`config.mk`:
```
export PLATFORM = sky130hd
export DESIGN_NAME = wlcm_div
export DESIGN_NICKNAME = d
export VERILOG_FILES = /design/src/rtl/wlcm_pkg.sv /design/src/rtl/wlcm_div.sv
export SDC_FILE = /design/constraint.sdc
export NUM_CORES = 1
export LEC_CHECK = 0
export BUFFER_PORTS_ARGS = -buffer_cell sky130_fd_sc_hd__buf_2
export CORE_UTILIZATION = 25
export CTS_CLUSTER_DIAMETER = 40
export DETAILED_ROUTE_END_ITERATION = 16
export SLEW_MARGIN = 0
export SYNTH_ARGS = -nofsm -noshare
export SYNTH_HDL_FRONTEND = slang
export SYNTH_SLANG_ARGS = --single-unit
```
`constraint.sdc`:
```
create_clock -name clk -period 6.4 [get_ports clk]
set_clock_uncertainty 0.15 [all_clocks]
set_input_delay 1.28 -clock clk [delete_from_list [all_inputs] [get_ports clk]]
set_output_delay 1.28 -clock clk [all_outputs]
set_load 0.01 [all_outputs]
```
`src/rtl/wlcm_pkg.sv`:
```
// Shared types, register indexes and opcodes for the window/level color mapper.
// No dependencies; every other file in rtl uses it by scoped names.
`default_nettype none
package wlcm_pkg;

	localparam int COLOR_ENTRIES_DEF = 256;
	localparam int MAP_ENTRIES_DEF   = 65536;

	localparam logic [1:0] OP_MAP       = 2'd0;
	localparam logic [1:0] OP_WR_DIRECT = 2'd1;
	localparam logic [1:0] OP_WR_COLOR  = 2'd2;
	localparam logic [1:0] OP_UNUSED    = 2'd3;

	localparam logic [2:0] REG_WINDOW      = 3'd0;
	localparam logic [2:0] REG_LEVEL       = 3'd1;
	localparam logic [2:0] REG_THR_LOWER   = 3'd2;
	localparam logic [2:0] REG_THR_UPPER   = 3'd3;
	localparam logic [2:0] REG_THR_ENABLE  = 3'd4;
	localparam logic [2:0] REG_DIRECT_MODE = 3'd5;
	localparam logic [2:0] REG_NUM_COLORS  = 3'd6;
	localparam logic [2:0] REG_DEFAULT_IDX = 3'd7;

	localparam int QUOT_W = 8;
	localparam int NUM_W  = 23;
	localparam int DEN_W  = 16;

	typedef struct packed {
		logic signed [17:0] lo_bound;
		logic signed [17:0] hi_bound;
		logic [DEN_W-1:0]   divisor;
		logic [7:0]         colors_m1;
		logic signed [15:0] thr_lower;
		logic signed [15:0] thr_upper;
		logic               thr_en;
		logic               direct;
		logic [7:0]         default_idx;
	} cfg_t;

	typedef struct packed {
		logic [1:0]  opcode;
		logic [7:0]  entry_index;
		logic [31:0] color_word;
		logic        thr;
		logic        use_quot;
		logic [7:0]  base_idx;
	} side_t;

endpackage
`default_nettype wire

```
`src/rtl/wlcm_div.sv`:
```
// Pipelined restoring divider, one quotient bit per stage, with sideband data.
// Depends on wlcm_pkg.
`default_nettype none
module wlcm_div #(
	parameter int SIDE_W = 1
) (
	input  wire logic                        clk,
	input  wire logic                        arst_n,
	input  wire logic                        en,
	input  wire logic                        in_valid,
	input  wire logic [wlcm_pkg::NUM_W-1:0]  num,
	input  wire logic [wlcm_pkg::DEN_W-1:0]  den,
	input  wire logic [SIDE_W-1:0]           side_in,
	output logic                             out_valid,
	output logic [wlcm_pkg::QUOT_W-1:0]      quot,
	output logic [SIDE_W-1:0]                side_out
);

	localparam int QW = wlcm_pkg::QUOT_W;
	localparam int NW = wlcm_pkg::NUM_W;

	logic          vld_s  [QW];
	logic [NW-1:0] rem_s  [QW];
	logic [QW-1:0] quo_s  [QW];
	logic [SIDE_W-1:0] side_s [QW];

	for (genvar j = 0; j < QW; j++) begin : g_stage
		localparam int B = QW - 1 - j;
		logic              v_in;
		logic [NW-1:0]     r_in;
		logic [QW-1:0]     q_in;
		logic [SIDE_W-1:0] sd_in;
		logic [NW-1:0]     trial;
		logic              take;

		if (j == 0) begin : g_first
			assign v_in  = in_valid;
			assign r_in  = num;
			assign q_in  = '0;
			assign sd_in = side_in;
		end else begin : g_next
			assign v_in  = vld_s[j-1];
			assign r_in  = rem_s[j-1];
			assign q_in  = quo_s[j-1];
			assign sd_in = side_s[j-1];
		end

		assign trial = NW'(den) << B;
		assign take  = r_in >= trial;

		always_ff @(posedge clk or negedge arst_n) begin
			if (!arst_n) begin
				vld_s[j] <= 1'b0;
			end else if (en) begin
				vld_s[j] <= v_in;
			end
		end

		always_ff @(posedge clk) begin
			if (en) begin
				rem_s[j]  <= take ? (r_in - trial) : r_in;
				quo_s[j]  <= q_in | (take ? (QW'(1) << B) : '0);
				side_s[j] <= sd_in;
			end
		end
	end

	assign out_valid = vld_s[QW-1];
	assign quot      = quo_s[QW-1];
	assign side_out  = side_s[QW-1];

endmodule
`default_nettype wire

```
==> results.yml, run 1 <==
yosys:
  syn_nets: 1487
  syn_area_per_cell_um2: 10.6
  dominantRegCellSynth: "edfxtp_1"
  yosys_warnings: 0
  synth_most_common_cell: "edfxtp_1"
  synth_area_mm2: 0.0139
  yosysTopAreaCell: "edfxtp_1"
  synthArstFlopShare: 0.0376
  netlist_instances: 1308
  synth_cell_type_count: 68
  ys_seq_area_frac: 0.457
  netlist.area_leader.share: 0.443
  ys_ff_latch: 213
  synth_enable_flop_cells: 205
  synthTopCellsByCount: "edfxtp_1 (205), ha_1 (128), a21oi_1 (119)"
  ys_top_cells_by_area: "edfxtp_1 (44%), ha_1 (12%), a21oi_1 (4.3%)"
routing:
  vias: 10300
  wl_um: 31800
  ant_nets: 0
  firstDrtPassIters: 5
  first_iter_violations: 608
  viasPerCell: 4.72
  drc_errors: 0
  wl_per_cell_um: 14.6
grt:
  grt_pass1_wl_um: 52100
  grt_start_max_net_pins: 121
  gr-usage-all-layers: 0.114
  met2_usage: 0.193
  grt_overflow: 0
  met1_usage: 0.138
  gr-max-usage-layer: "met2"
  grt_pass1_vias: 10500
  use_met3: 0.0278
  antenna_found_initial: 0
clock_network:
  insertion_delay_ns: 0.58
  ctsHoldBuffers: 0
  ctsResizeCount: 0
  clk_pin_slew_ns: 0.05
  cts_setup_buffers: 0
  root_buffer: "clkbuf_16"
  numCtsBuffers: 47
  cts-htree-levels: 2
  cts_buffer_depth: 3
  cts_tree: "yes"
  clock_sinks: 213
layout:
  syn_to_final_growth_pct: 20.6
  nNetsFinal: 1572
  diodes: 0
  stdcell_count: 2179
  drive_gt1_frac: 0.132
timing:
  hold_viol: 0
  worst_pin_slew_ns: 0.979
  fmaxAchievable_mhz: 233
  post-route-min-period_ns: 4.30
  max_slew_margin: 0.345
  setup_violations: 0
  rsz0062_at_grt: "false"
  finalCritPeriodShare: 0.671
  slew_viol_final: 0
  fin_setup_tns_ns: 0
  fin_ws_ns: 2.10
critical_path:
  crit_arrival_ns: 4.47
  critPathTopFamily: "compound AO/OA/AOI/OAI gates"
  path_class: "in -> reg"
  cp.required_ns: 6.57
  crit_slowest_cell: "o41ai_4"
  end_kind: "flip-flop"
  crit_buf_inv: 3
  cp_cell_sequence: "buf_2 > inv_1 > fa_1 > a21o_1 > a31oi_1 > a32oi_1 > nand2_1 > a211oi_1 > o41ai_4 > buf_4 > o21ai_0"
  start_kind: "input port"
  slowest_delay_ns: 0.80
  path_max_fanout: 21
pwr:
  power_density_mw_per_mm2: 444
  leakagePower_nw: 6.62
  total_power_mw: 7.44
  max-vdd-ir-drop_mv: 0.206
worst_hold_path:
  hp-class: "reg -> reg"
die:
  die_area_mm2: 0.0565
  die_height_um: 238
  ios: 54
  dieWidth_um: 238
  num_rows: 86
  start_util: 0.253
  core_mm2: 0.0550
placement:
  dp_hpwl_um: 24000
  pre_cts_ws_ns: 1.46
  gp_congestion: 0.861
  portBuffers: 53
  dpl.cell_count: 2092
run:
  maxCapViolCount: 0
outcome:
  status: "completed"
==> state kept, by name, indices dropped and copies added (netlist names) <==
name          flops
rem_s           161
quo_s            36
side_s            8
g_stage.v_in      7
out_valid         1
==> per-stage QoR <==
| stage | cell area [um^2] | utilization | hold WS (ns) |
|---|---|---|---|
| global route | 16800 | 0.305 | 0.255 |
| global placement | 15100 | 0.274 | 0.251 |
| CTS | 16800 | 0.305 | 0.249 |
| detailed placement | 15100 | 0.274 | 0.255 |
| finish | 16800 | 0.305 | 0.249 |
| floorplan | 13900 | - | 0.250 |
==> power by group <==
group          switching, mW  leakage [nW]  internal (mW)
registers              0.209          2.07           2.09
logic                   1.43          3.73           1.17
clock network          0.815         0.823           1.72
==> cell usage in the layout (no fill, tap or decap), drive strengths merged, types with 6 or more instances in the layout <==
cell / n
edfxtp: 205
ha: 128
a21oi: 120
o21ai: 100
nor2: 97
nand2: 92
inv: 62
buf: 62
a21o: 59
xnor2: 57
clkbuf: 52
xor2: 43
mux2: 34
nand3: 25
nor2b: 23
clkinv: 23
nand4: 20
nand2b: 17
o21a: 15
and3: 14
a31oi: 14
nor4: 13
o21bai: 12
nor3: 11
and2: 9
a211oi: 9
bufinv: 9
a211o: 8
o211ai: 8
dfrtp: 8
o31ai: 8
fa: 7
a41oi: 6
==> layout make-up <==
type,instances,area (um^2)
Sequential cell,213,6360
Multi-Input combinational cell,1009,7200
Timing Repair Buffer,62,343
Clock inverter,35,507
Tap cell,748,936
Fill cell,5617,38200
Clock buffer,52,1190
Inverter,60,225
==> metal layers <==
metal,vias to the layer above,part of all wire
met5,-,0
met4,0,0.037
met3,87,0.048
met2,235,0.47
met1,4853,0.45
li1,5103,-
==> kinds of logic after synthesis <==
logic type               share of synthesized area
buffers and inverters                       0.0248
AO/OA/AOI/OAI                                0.179
multiplexers                                0.0300
XOR/XNOR                                    0.0630
AND/OR/NAND/NOR                              0.121
flip-flops                                   0.457
adder cells (fa/ha/maj)                      0.125
==> worst paths after layout <==
check	startpoint	to	slack [ns]	depth (start not counted)
max	den[1]	rem_s[0][15]	2.10	11
min	side_s[1][0]	side_s[1][1]	0.25	0
max reg2reg	rem_s[1][5]	rem_s[2][20]	2.89	12
min reg2reg	side_s[1][0]	side_s[1][1]	0.25	0
max in group asynchronous	arst_n	out_valid	5.53	1
min in group asynchronous	arst_n	g_stage[1].v_in	0.40	1
No activity file was read; power rests on OpenSTA's default activity.
==> run 2, diff against run 1 <==
ABC_AREA = 1   (was default)
clock period = 4 ns   (was 6.4 ns; I/O delays follow)
==> run 2 against run 1 <==
Compared with the run above: non-clock buffer count increased by 23; core utilization decreased by 0.67 points; setup slack got worse by 1.2 ns; die area increased by 23%; largest power group unchanged; sequential share of layout area decreased by 6.3 points; first-iteration DRC count increased by 79%; critical path depth increased by 1; clock power increased by 49%; count of clock-buffer cells in the layout decreased by 2; combinational power increased by 100%; wire length increased by 56%; final area increased by 20%.
==> results.yml, run 2 <==
pwr:
  switching_power_mw: 5.17
  total_power_mw: 12.7
  max-vdd-ir-drop_mv: 0.325
  clkPwrFrac: 0.298
  seqPwrFrac: 0.288
  p_comb_frac: 0.413
  power_density_mw_per_mm2: 632
  p_int_mw: 7.54
  leakagePower_nw: 9.98
  swShare: 0.407
routing:
  viasPerCell: 4.47
  ant_nets: 0
  drc_errors: 0
  vias: 15300
  first_iter_violations: 1086
  firstDrtPassIters: 7
  wl_um: 49800
  wl_per_cell_um: 14.6
critical_path:
  startpoint: "den[13]"
  r2r_setup_slack_ns: 1.06
  crit_buf_inv: 5
  cp_cell_sequence: "buf_2 > inv_1 > buf_4 > ha_1 > nand2_1 > inv_1 > o21ai_0 > nand3_1 > a21oi_1 > nand2_2 > inv_2 > a21oi_2"
  crit_slowest_cell: "inv_1"
  critPathTopFamily: "buffers and inverters"
  end_kind: "flip-flop"
  crit_arrival_ns: 3.26
  slowest_delay_ns: 0.53
  endpoint: "rem_s[4][22]"
  r2r-end: "rem_s[4][16]"
  cp.required_ns: 4.15
  rr_startpoint: "rem_s[3][11]"
  start_kind: "input port"
  cp_common_cell: "inv_1"
  path_max_fanout: 22
  path_depth: 12
  path_class: "in -> reg"
  ff2ff_path_depth: 10
clock_network:
  cts-htree-levels: 2
  clk_pin_slew_ns: 0.06
  numCtsBuffers: 46
  root_buffer: "clkbuf_16"
  ctsHoldBuffers: 1
  ctsResizeCount: 0
  insertion_delay_ns: 0.58
  cts_setup_buffers: 0
  clock_sinks: 213
  cts_buffer_depth: 3
  cts_tree: "yes"
die:
  die_height_um: 263
  num_rows: 95
  ios: 54
  core_mm2: 0.0674
  start_util: 0.253
  die_area_mm2: 0.0693
  dieWidth_um: 263
yosys:
  synth_cell_type_count: 45
  ys_ff_latch: 213
  synthTopCellsByCount: "nand2_1 (977), inv_1 (367), edfxtp_1 (205)"
  netlist.area_leader.share: 0.361
  netlist_instances: 2390
  syn_area_per_cell_um2: 7.14
  synth_enable_flop_cells: 205
  syn_nets: 2569
  ys_seq_area_frac: 0.373
  synth_area_mm2: 0.0171
  ys_top_cells_by_area: "edfxtp_1 (36%), nand2_1 (21%), ha_1 (9.4%)"
  yosys_warnings: 0
  dominantRegCellSynth: "edfxtp_1"
  synth_most_common_cell: "nand2_1"
  yosysTopAreaCell: "edfxtp_1"
  synthArstFlopShare: 0.0376
timing:
  fmaxAchievable_mhz: 321
  post-route-min-period_ns: 3.12
  setup_violations: 0
  hold_viol: 0
  finalCritPeriodShare: 0.779
  fin_ws_ns: 0.883
  max_slew_margin: 0.505
  fin_setup_tns_ns: 0
  rsz0062_at_grt: "false"
  slew_viol_final: 0
  worst_pin_slew_ns: 0.741
layout:
  reg_top3: "rem_s: 161 flops, quo_s: 36 flops, side_s: 8 flops"
  nNetsFinal: 2680
  largest_reg_flops: 161
  syn_to_final_growth_pct: 17.8
  drive_gt1_frac: 0.0882
  layout_commonest_cell: "nand2_1"
  diodes: 0
  final_cell_mix: "nand2_1 (977), inv_1 (367), edfxtp_1 (205)"
  fillers: 7242
  top_register: "rem_s"
placement:
  pre_cts_ws_ns: 0.323
  gp_congestion: 0.926
  portBuffers: 53
  dp_hpwl_um: 38900
grt:
  grt_pass1_vias: 14400
  gr-usage-all-layers: 0.144
  grt_overflow: 0
  grt_start_max_net_pins: 84
  antenna_found_initial: 2
  grt_pass1_wl_um: 78600
worst_hold_path:
  hp-class: "in -> reg"
run:
  maxCapViolCount: 0
outcome:
  status: "completed"
==> run 2: cell types whose count changed after synthesis, sizes merged, moves of 29 or more <==
cell   delta
a21o     -58
inv     +320
mux2     -34
nand2   +897
nand3   +129
nand4    +29
nor2     +97
o21ai    -60
xnor2    -51
==> run 2: routing by layer <==
metal  wire length, um  GRT usage  vias to the layer above
met2             23100      0.242                      363
met1             22600      0.187                     6908
met5                 0          0                        -
met3              2690     0.0220                       85
met4              1390     0.0487                        0
li1                  -          -                     7906
==> run 2: final cells by class <==
cell class	count	area, um^2	share of cell area
multi-input cells	1774	9090	0.452
flip-flops and latches	213	6360	0.316
inverters	381	1430	0.0713
clock buffers	50	1200	0.0596
well taps	873	1090	0.0544
repair buffers	85	556	0.0276
clock inverters	36	369	0.0184
==> run 2: kinds of logic (layout without fill, tap and decap cells) <==
group                    after synthesis  count (layout)  share of synthesized area
AO/OA/AOI/OAI                        148             148                     0.0483
adder cells (fa/ha/maj)              135             135                      0.102
flip-flops                           213             213                      0.373
XOR/XNOR                              55              55                     0.0282
AND/OR/NAND/NOR                     1436            1436                      0.354
buffers and inverters                403             552                     0.0947
==> run 2: worst min path at each step <==
stage | from | end | cells after the start
floorplan | quo_s[0][7] | quo_s[0][15] | 0
CTS | side_in | side_s[0][0] | 1
finish | num[3] | rem_s[0][3] | 1
detailed placement | quo_s[1][10] | quo_s[1][18] | 0
global route | num[0] | rem_s[0][0] | 1
global placement | quo_s[0][7] | quo_s[0][15] | 0
==> run 2: through the flow <==
| step | hold WS (ns) | instance area [um^2] | util | std cells |
|---|---|---|---|---|
| after floorplan | 0.250 | 17100 | - | 2390 |
| after global placement | 0.252 | 18500 | 0.275 | 3325 |
| after detailed placement | 0.255 | 18500 | 0.275 | 3325 |
| after CTS | 0.230 | 20100 | 0.298 | 3412 |
| after global routing | 0.241 | 20100 | 0.298 | 3412 |
| final | 0.263 | 20100 | 0.298 | 3412 |
==> run 2: power by group through the flow <==
| stage | Combinational [mW] | Sequential, mW | Clock (mW) |
|---|---|---|---|
| 6_report | 5.25 | 3.66 | 3.79 |
| 5_1_grt | 6.05 | 3.71 | 4.00 |
| 4_1_cts | 5.23 | 3.67 | 3.90 |
| 3_5_place_dp | 5.20 | 3.71 | 0 |
| 3_3_place_gp | 5.18 | 3.72 | 0 |
| 2_1_floorplan | 3.99 | 3.50 | 0 |
