$ cat src/rtl/wlcm_pkg.sv
// Shared types, register indexes and opcodes for the window/level color mapper.
// No dependencies; every other file in rtl uses it by scoped names.
`default_nettype none
package wlcm_pkg;

	localparam int COLOR_ENTRIES_DEF = 256;
	localparam int MAP_ENTRIES_DEF   = 65536;

	localparam logic [1:0] OP_MAP       = 2'd0;
	localparam logic [1:0] OP_WR_DIRECT = 2'd1;
	localparam logic [1:0] OP_WR_COLOR  = 2'd2;
	localparam logic [1:0] OP_UNUSED    = 2'd3;

	localparam logic [2:0] REG_WINDOW      = 3'd0;
	localparam logic [2:0] REG_LEVEL       = 3'd1;
	localparam logic [2:0] REG_THR_LOWER   = 3'd2;
	localparam logic [2:0] REG_THR_UPPER   = 3'd3;
	localparam logic [2:0] REG_THR_ENABLE  = 3'd4;
	localparam logic [2:0] REG_DIRECT_MODE = 3'd5;
	localparam logic [2:0] REG_NUM_COLORS  = 3'd6;
	localparam logic [2:0] REG_DEFAULT_IDX = 3'd7;

	localparam int QUOT_W = 8;
	localparam int NUM_W  = 23;
	localparam int DEN_W  = 16;

	typedef struct packed {
		logic signed [17:0] lo_bound;
		logic signed [17:0] hi_bound;
		logic [DEN_W-1:0]   divisor;
		logic [7:0]         colors_m1;
		logic signed [15:0] thr_lower;
		logic signed [15:0] thr_upper;
		logic               thr_en;
		logic               direct;
		logic [7:0]         default_idx;
	} cfg_t;

	typedef struct packed {
		logic [1:0]  opcode;
		logic [7:0]  entry_index;
		logic [31:0] color_word;
		logic        thr;
		logic        use_quot;
		logic [7:0]  base_idx;
	} side_t;

endpackage
`default_nettype wire

$ cat src/rtl/wlcm_regs.sv
// Configuration registers and the window bounds derived from them.
// Depends on wlcm_pkg.
`default_nettype none
module wlcm_regs #(
	parameter int COLOR_ENTRIES = wlcm_pkg::COLOR_ENTRIES_DEF
) (
	input  wire logic          clk,
	input  wire logic          arst_n,
	input  wire logic          cfg_valid,
	output logic               cfg_ready,
	input  wire logic [2:0]    cfg_index,
	input  wire logic [15:0]   cfg_data,
	output wlcm_pkg::cfg_t     cfg
);

	localparam int TOP_COLORS = (COLOR_ENTRIES < 256) ? COLOR_ENTRIES : 256;

	logic [14:0]        window_q;
	logic signed [15:0] level_q;
	logic signed [15:0] thr_lower_q;
	logic signed [15:0] thr_upper_q;
	logic               thr_en_q;
	logic               direct_q;
	logic [8:0]         ncol_q;
	logic [7:0]         default_idx_q;

	logic               wr;
	logic signed [17:0] lo;
	logic [8:0]         ncol;

	assign cfg_ready = 1'b1;
	assign wr        = cfg_valid && cfg_ready;

	always_ff @(posedge clk or negedge arst_n) begin
		if (!arst_n) begin
			window_q      <= 15'd256;
			level_q       <= 16'sd128;
			thr_lower_q   <= 16'sh8000;
			thr_upper_q   <= 16'sh7FFF;
			thr_en_q      <= 1'b1;
			direct_q      <= 1'b0;
			ncol_q        <= 9'd256;
			default_idx_q <= 8'd1;
		end else if (wr) begin
			unique case (cfg_index)
				wlcm_pkg::REG_WINDOW:      window_q      <= cfg_data[14:0];
				wlcm_pkg::REG_LEVEL:       level_q       <= cfg_data;
				wlcm_pkg::REG_THR_LOWER:   thr_lower_q   <= cfg_data;
				wlcm_pkg::REG_THR_UPPER:   thr_upper_q   <= cfg_data;
				wlcm_pkg::REG_THR_ENABLE:  thr_en_q      <= cfg_data[0];
				wlcm_pkg::REG_DIRECT_MODE: direct_q      <= cfg_data[0];
				wlcm_pkg::REG_NUM_COLORS:  ncol_q        <= cfg_data[8:0];
				wlcm_pkg::REG_DEFAULT_IDX: default_idx_q <= cfg_data[7:0];
				default: ;
			endcase
		end
	end

	always_comb begin
		lo = 18'({{2{level_q[15]}}, level_q}) - 18'({3'b000, window_q[14:1]});
		if (ncol_q < 9'd2) begin
			ncol = 9'd2;
		end else if (ncol_q > 9'(TOP_COLORS)) begin
			ncol = 9'(TOP_COLORS);
		end else begin
			ncol = ncol_q;
		end
		cfg.lo_bound = lo;
		if (window_q < 15'd2) begin
			cfg.hi_bound = lo + 18'sd1;
			cfg.divisor  = wlcm_pkg::DEN_W'(2);
		end else begin
			cfg.hi_bound = lo + 18'({3'b000, window_q}) - 18'sd1;
			cfg.divisor  = wlcm_pkg::DEN_W'(window_q);
		end
		cfg.colors_m1   = 8'(ncol - 9'd1);
		cfg.thr_lower   = thr_lower_q;
		cfg.thr_upper   = thr_upper_q;
		cfg.thr_en      = thr_en_q;
		cfg.direct      = direct_q;
		cfg.default_idx = default_idx_q;
	end

endmodule
`default_nettype wire

$ cat config.mk
export PLATFORM = sky130hd
export DESIGN_NAME = wlcm_regs
export DESIGN_NICKNAME = d
export VERILOG_FILES = /design/src/rtl/wlcm_pkg.sv /design/src/rtl/wlcm_regs.sv
export SDC_FILE = /design/constraint.sdc
export NUM_CORES = 1
export LEC_CHECK = 0
export ABC_AREA = 1
export BUFFER_PORTS_ARGS = -buffer_cell sky130_fd_sc_hd__buf_2
export CAP_MARGIN = 10
export CORE_MARGIN = 3
export CORE_UTILIZATION = 39
export CTS_CLUSTER_SIZE = 16
export DETAILED_ROUTE_END_ITERATION = 10
export SYNTH_ARGS = -nofsm -noshare
export SYNTH_HDL_FRONTEND = slang
export SYNTH_SLANG_ARGS = --single-unit
$ cat constraint.sdc
create_clock -name clk -period 3.7 [get_ports clk]
set_input_delay 0.185 -clock clk [delete_from_list [all_inputs] [get_ports clk]]
set_output_delay 0.185 -clock clk [all_outputs]
set_load 0.1 [all_outputs]
==> metrics, run 1 <==
run status finished with violations; violated checks negative setup slack; fill cell count 1,395; Finish-stage setup viols 2; detailed-routing iteration count for the pre-antenna-repair pass 5; Final Worst Setup Slack -0.0319 ns; startpoint class of the critical path flip-flop; Clock Path Buffers 2; Worst-Margin Slew 1.01 ns; highest fanout seen on the critical path 4; post-synthesis to final-layout area growth 44.9%; count of port buffers added during placement 122; cell type of the slowest stage on the worst timing path sky130_fd_sc_hd__fa_2; overall global routing resource usage 20.8%; TritonCTS clock tree built; CTS root buffer sky130_fd_sc_hd__clkbuf_16; clk_lat worst skew 0.33 ns; critical path's largest stage delay 0.37 ns; initial antenna violation count 0; signal arrival time at the worst endpoint 3.55 ns; clock slew at reported path FFs 0.06 ns; cells on worst reg2reg path 4; global placement routability congestion 0.918; placed instance count 1,191; post-DR wirelength/cell 14.1 microns; dpl ws -0.0829 ns; synthesized cell area 0.00609 sq mm; initial standard-cell utilization of the core 39.9%; post-DR vias/cell 4.85; area enclosed by the die boundary 0.0171 sq mm; Crit path required time 3.51 ns; final hold violation count 0; number of core rows 45; worst hold slack across all endpoints 0.0283 ns; maximum number of pins on one net before global-route repair 83; die height 131 microns; Period minus WS final 3.73 ns; endpoint kind of the worst setup timing path output pin; proportion of synthesized flip-flops having asynchronous set or reset 100%; number of clock buffers inserted by TritonCTS 9; top cell family by delay on the critical path adder cells; maximum capacitance violations 0; fraction of layout instances using a drive strength above 1 42.6%; min-delay worst type in2async; RSZ-0062 raised after global routing true; top_reg_cell synth sky130_fd_sc_hd__dfrtp_1; count of synthesis-stage warnings from yosys 0; fraction of the yosys area taken by sequential cells 34.1%; Ports 125; dpl hpwl 13.2 mm; global-route wire length before repair 28.7 mm; most frequent cell on the critical path sky130_fd_sc_hd__nand2_4; post-route ant nets 0; Die X 131 microns; final routed wirelength across all metal layers 17.6 mm; number of design rule violations left after detail routing 0; number of nets in the synthesized netlist 934; non-filler instance count after layout 1,245; combined buffer and inverter count along the critical path 7; number of standard cells after synthesis 867; synthesized area per cell 7.02 sq um; launch point of the worst reg-to-reg path window_q[2]; fin. max-slew vios 0; Tcrit/Tclk final 101%; area of the placeable core 0.0153 sq mm; clock sink total 82; number of synthesized flops with an enable pin 0; worst-case clock skew 0 ns; # H-tree levels 3; NumNets Final 1,096; distinct cell type count after synthesis 40; Crit Path Category reg2out; vias in the first global route 5,745; Post-CTS Hold Buffers 0; worst relative slew slack 32.8%; highest attainable clock frequency 268 MHz; worst setup slack for register-to-register paths 2.67 ns; synthesis-stage register bit count 82; via count 6,043; chain of cells forming the critical path inv_1 -> ha_2 -> fa_2 -> inv_4 -> nand2_4 -> nand2_4 -> nand3_4 -> nand2_4 -> nand2_4 -> nand2_8 -> inv_4 -> ha_4 -> inv_2 -> ha_4 -> a21o_1 -> buf_6 -> a21oi_4 -> nor2_1 -> inv_1 -> nand3_2 -> a21oi_2 -> nand3b_1 -> o21ai_4 -> buf_12; capture point of the worst reg-to-reg path window_q[2]; Congestion Overflow GR 0; antenna cells 0; initial detailed-routing violation count 425
Yosys cell counts, types with 8 or more instances:
master                     instances  share of area [%]
sky130_fd_sc_hd__a21oi_1          36                3.0
sky130_fd_sc_hd__o21ai_0          94                7.7
sky130_fd_sc_hd__dfrtp_1          61                 25
sky130_fd_sc_hd__xor2_1           10                1.4
sky130_fd_sc_hd__nand2_2          23                2.4
sky130_fd_sc_hd__ha_1             43                8.8
sky130_fd_sc_hd__nand4_1          13                1.3
sky130_fd_sc_hd__nor2_1           52                3.2
sky130_fd_sc_hd__inv_1           126                7.8
sky130_fd_sc_hd__nor3_1            8               0.66
sky130_fd_sc_hd__clkbuf_1         27                1.7
sky130_fd_sc_hd__nand2_1         233                 14
sky130_fd_sc_hd__nand3_1          46                3.8
sky130_fd_sc_hd__dfstp_2          21                9.1
final cells by class:
cell class,count,area (sq um),area share [%]
inverter,129,498,5.65
multi-input combinational,620,4370,49.5
clock buffer,12,256,2.91
clock inverter,4,50.0,0.567
tap,211,264,2.99
sequential,82,2080,23.6
timing repair buffer,187,1300,14.8
timing repair:
| action | CTS | global route |
|---|---|---|
| pin swaps | 32 | 53 |
| buffers inserted | 12 | 26 |
| resized for setup | 91 | 85 |
| setup endpoints to repair | 13 | 13 |
kinds of logic after synthesis:
group	Yosys count	share of synthesized area, %
other	2	0.123
AND/OR/NAND/NOR	405	30.1
AO/OA/AOI/OAI	155	13.6
buffers and inverters	165	10.7
adder cells (fa/ha/maj)	45	9.49
XOR/XNOR	13	1.87
flip-flops	82	34.1
routing by layer:
| layer | global-route usage, % | wire [microns] |
|---|---|---|
| met2 | 30.7 | 7680 |
| met5 | 0 | 0 |
| met4 | 4.90 | 169 |
| met1 | 31.1 | 8710 |
| met3 | 4.23 | 997 |
worst reg2reg max path, delay by kind of cell (launching register included):
kind | cells | cell delay (ns)
flops | 1 | 0.44
compound gates | 1 | 0.10
buf+inv | 2 | 0.29
simple gates | 1 | 0.05
sequential cells by signal, indices dropped and copies added, names as in the netlist:
| signal | cells |
|---|---|
| window_q | 15 |
| direct_q | 1 |
| thr_upper_q | 16 |
| thr_en_q | 1 |
| thr_lower_q | 16 |
| ncol_q | 9 |
| default_idx_q | 8 |
| level_q | 16 |
layout by cell type, fill, tap and decap left out, types with 4 or more instances in the layout:
cell type / Yosys / routed
sky130_fd_sc_hd__inv_2: 3 / 19
sky130_fd_sc_hd__nand3_1: 46 / 32
sky130_fd_sc_hd__inv_1: 126 / 105
sky130_fd_sc_hd__nor2_4: 5 / 10
sky130_fd_sc_hd__dfrtp_1: 61 / 60
sky130_fd_sc_hd__o21ai_4: 0 / 4
sky130_fd_sc_hd__xor2_1: 10 / 7
sky130_fd_sc_hd__nand2_4: 3 / 15
sky130_fd_sc_hd__a31oi_1: 5 / 5
sky130_fd_sc_hd__buf_2: 2 / 107
sky130_fd_sc_hd__clkbuf_16: 0 / 9
sky130_fd_sc_hd__ha_4: 0 / 27
sky130_fd_sc_hd__nand3_4: 1 / 6
sky130_fd_sc_hd__nand2_1: 233 / 190
sky130_fd_sc_hd__nand2_2: 23 / 51
sky130_fd_sc_hd__a21oi_1: 36 / 16
sky130_fd_sc_hd__nor2_2: 6 / 14
sky130_fd_sc_hd__o21ai_1: 6 / 8
sky130_fd_sc_hd__nand4_1: 13 / 13
sky130_fd_sc_hd__nor3_1: 8 / 6
sky130_fd_sc_hd__dfstp_2: 21 / 21
sky130_fd_sc_hd__buf_12: 0 / 13
sky130_fd_sc_hd__ha_2: 0 / 4
sky130_fd_sc_hd__nand3b_1: 6 / 6
sky130_fd_sc_hd__inv_4: 0 / 4
sky130_fd_sc_hd__buf_4: 6 / 66
sky130_fd_sc_hd__o21ai_0: 94 / 80
sky130_fd_sc_hd__o21ai_2: 0 / 8
sky130_fd_sc_hd__ha_1: 43 / 12
sky130_fd_sc_hd__a21oi_4: 1 / 9
sky130_fd_sc_hd__nor2_1: 52 / 39
sky130_fd_sc_hd__nand3_2: 6 / 15
sky130_fd_sc_hd__a21oi_2: 2 / 14
through the flow:
stage                     instance area [sq um]  TNS (ns)  util [%]
after floorplan                            6350    -0.177         -
after global placement                     7460   -0.0657      48.9
after detailed placement                   7460    -0.149      48.9
after CTS                                  8240    -0.265      54.0
after global routing                       8820     -1.34      57.8
final                                      8820   -0.0334      57.8
how the worst max path moves through the flow:
stage,startpoint,end,slack [ns],depth (start not counted)
2_1_floorplan,window_q[7],cfg[74],-0.11,16
3_3_place_gp,window_q[3],cfg[81],-0.07,21
5_1_grt,level_q[0],cfg[77],-0.25,24
3_5_place_dp,window_q[3],cfg[81],-0.08,21
4_1_cts,window_q[8],cfg[83],-0.1,22
6_report,level_q[0],cfg[77],-0.03,24
Power of run 1 is left out: the tool's default activity adds up to more than one toggle a clock period on the data nets, which glitch-free logic cannot reach.
==> run 2, diff against run 1 <==
--- a/config.mk
+++ b/config.mk
@@ -12,6 +12,8 @@
 export CORE_UTILIZATION = 39
 export CTS_CLUSTER_SIZE = 16
 export DETAILED_ROUTE_END_ITERATION = 10
+export RECOVER_POWER = 25
 export SYNTH_ARGS = -nofsm -noshare
 export SYNTH_HDL_FRONTEND = slang
 export SYNTH_SLANG_ARGS = --single-unit
+export TNS_END_PERCENT = 50
==> metrics, run 2 (same netlist as run 1, synthesis figures left out) <==
initial antenna violation count 0 (unchanged); Ports 125 (unchanged); post-route ant nets 0 (unchanged); fin. max-slew vios 83 (+83); min-delay worst type in2reg; Clock Path Buffers 2 (unchanged); highest fanout seen on the critical path 4 (unchanged); final standard cell utilization of the core 54.5% (-3.3 points); global-route wire length before repair 28.2 mm (-1.8%); NumNets Final 1,074 (-2.0%); violated checks max-capacitance violations, max-slew violations, negative setup slack; vias in the first global route 5,676 (-1.2%); chain of cells forming the critical path inv_1 -> ha_2 -> fa_2 -> inv_2 -> nand2_2 -> nand2_2 -> nand3_4 -> nand2_4 -> nand2_4 -> nand2_8 -> inv_4 -> ha_4 -> inv_2 -> ha_4 -> a21o_1 -> buf_6 -> a21oi_4 -> nor2_1 -> inv_1 -> nand3_2 -> a21oi_1 -> nand3b_1 -> o21ai_4 -> buf_12; Post-CTS Hold Buffers 0 (unchanged); dpl hpwl 13.1 mm (-0.67%); area of the placeable core 0.0153 sq mm (unchanged); overall global routing resource usage 20.6% (-0.20 points); Critical Path Source level_q[0]; CTS root buffer sky130_fd_sc_hd__clkbuf_16; # H-tree levels 3 (unchanged); number of design rule violations left after detail routing 0 (unchanged); fraction of layout instances using a drive strength above 1 36.0% (-6.7 points); worst-case clock skew 0 ns (unchanged); highest-count cells in the layout ignoring fill and taps sky130_fd_sc_hd__nand2_1, sky130_fd_sc_hd__inv_1, sky130_fd_sc_hd__buf_2, sky130_fd_sc_hd__o21ai_0, sky130_fd_sc_hd__dfrtp_1; clock slew at reported path FFs 0.06 ns (about the same); count of port buffers added during placement 122 (unchanged); clk_lat worst skew 0.33 ns (about the same); dpl ws 0.0479 ns (+0.131 ns); final routed wirelength across all metal layers 17.2 mm (-2.0%); Worst-Margin Slew 1.97 ns (+0.968 ns); setup_tns -0.283 ns (-0.250 ns); critical path's largest stage delay 0.39 ns (+0.02 ns); antenna cells 0 (unchanged); maximum number of pins on one net before global-route repair 83 (unchanged); final hold violation count 0 (unchanged); via count 5,912 (-2.2%); area enclosed by the die boundary 0.0171 sq mm (unchanged); worst relative slew slack -31.6% (-64 points); Crit path required time 3.51 ns (about the same); number of core rows 45 (unchanged); Tcrit/Tclk final 103% (+1.8 points); Final Worst Setup Slack -0.0971 ns (-0.0652 ns); signal arrival time at the worst endpoint 3.61 ns (+0.06 ns); highest attainable clock frequency 263 MHz (-1.7%); clock sink total 82 (unchanged); run status finished with violations; number of clock buffers inserted by TritonCTS 9 (unchanged); Crit Path Category reg2out; Congestion Overflow GR 0 (unchanged); top flop regs level_q (16), thr_lower_q (16), thr_upper_q (16); RSZ-0062 raised after global routing true; Die X 131 microns (unchanged); Period minus WS final 3.80 ns (+0.0652 ns); startpoint class of the critical path flip-flop; most common library cell in the layout ignoring fill and taps sky130_fd_sc_hd__nand2_1; global placement routability congestion 0.915 (-0.35%); die height 131 microns (unchanged); initial detailed-routing violation count 267 (-37%); endpoint kind of the worst setup timing path output pin; Hold Crit Start cfg_data[10]; detailed-routing iteration count for the pre-antenna-repair pass 5 (unchanged); post-synthesis to final-layout area growth 36.6%; launch point of the worst reg-to-reg path window_q[1]; initial standard-cell utilization of the core 39.9% (unchanged); TritonCTS clock tree built; maximum capacitance violations 1 (+1); cell type of the slowest stage on the worst timing path sky130_fd_sc_hd__fa_2; post-DR vias/cell 4.83 (-0.41%); Finish-stage setup viols 6 (+4); post-DR wirelength/cell 14.1 microns (-0.23%)
==> run 2: cell count changes in the layout (fill, tap and decap cells not counted), moves of 6 or more <==
cell / change
sky130_fd_sc_hd__buf_4: -26
sky130_fd_sc_hd__nand2_1: +14
sky130_fd_sc_hd__ha_1: +8
sky130_fd_sc_hd__ha_4: -8
sky130_fd_sc_hd__nand2_2: -8
sky130_fd_sc_hd__inv_1: +7
sky130_fd_sc_hd__nand2_4: -6
==> run 2: worst max-delay path: cells and delay by family (launching register included) <==
family | cells | cell delay [ns]
flip-flops | 1 | 0.34
adder cells (fa/ha/maj) | 4 | 1.08
AND/OR/NAND/NOR | 9 | 0.72
buffers and inverters | 7 | 0.60
AO/OA/AOI/OAI | 4 | 0.53
==> run 2: per-layer routing <==
metal,share of wire [%],GRT usage (%),vias to the layer above
met5,0,0,-
met4,2.0,6.11,0
met3,6.3,4.47,24
met2,43,30.5,167
met1,49,30.0,2671
li1,-,-,3050
==> run 2: area by class of cell <==
class,instances,area (sq um)
tap,211,264
fill,1478,6940
clock buffer,11,233
inverter,129,490
clock inverter,5,78.8
multi-input combinational,620,4030
timing repair buffer,165,1140
sequential,82,2080
==> run 2: worst paths after layout <==
kind                                   end  slack [ns]  cells after the start
hold / removal             thr_upper_q[10]        0.14                      3
max in group asynchronous      window_q[2]        1.98                      1
hold reg to reg             thr_lower_q[7]        0.49                      2
setup reg to reg               window_q[1]        2.72                      4
min in group asynchronous  thr_lower_q[14]        0.41                      1
setup / recovery                   cfg[77]        -0.1                     24
==> run 2: metrics by stage <==
step / instances / hold slack (ns) / instance area (sq um)
after floorplan: 867 / -0.111 / 6300
after global placement: 1187 / 0.430 / 7390
after detailed placement: 1187 / 0.423 / 7390
after CTS: 1218 / 0.0610 / 8150
after global routing: 1223 / 0.175 / 8320
final: 1223 / 0.142 / 8320
==> run 2: what timing repair did <==
item / 4_1_cts / 5_1_grt
pin swaps: 31 / 23
setup endpoints to repair: 11 / 11
resized for setup: 67 / 38
buffers inserted: 15 / 5
Power of run 2 is left out for the same reason.
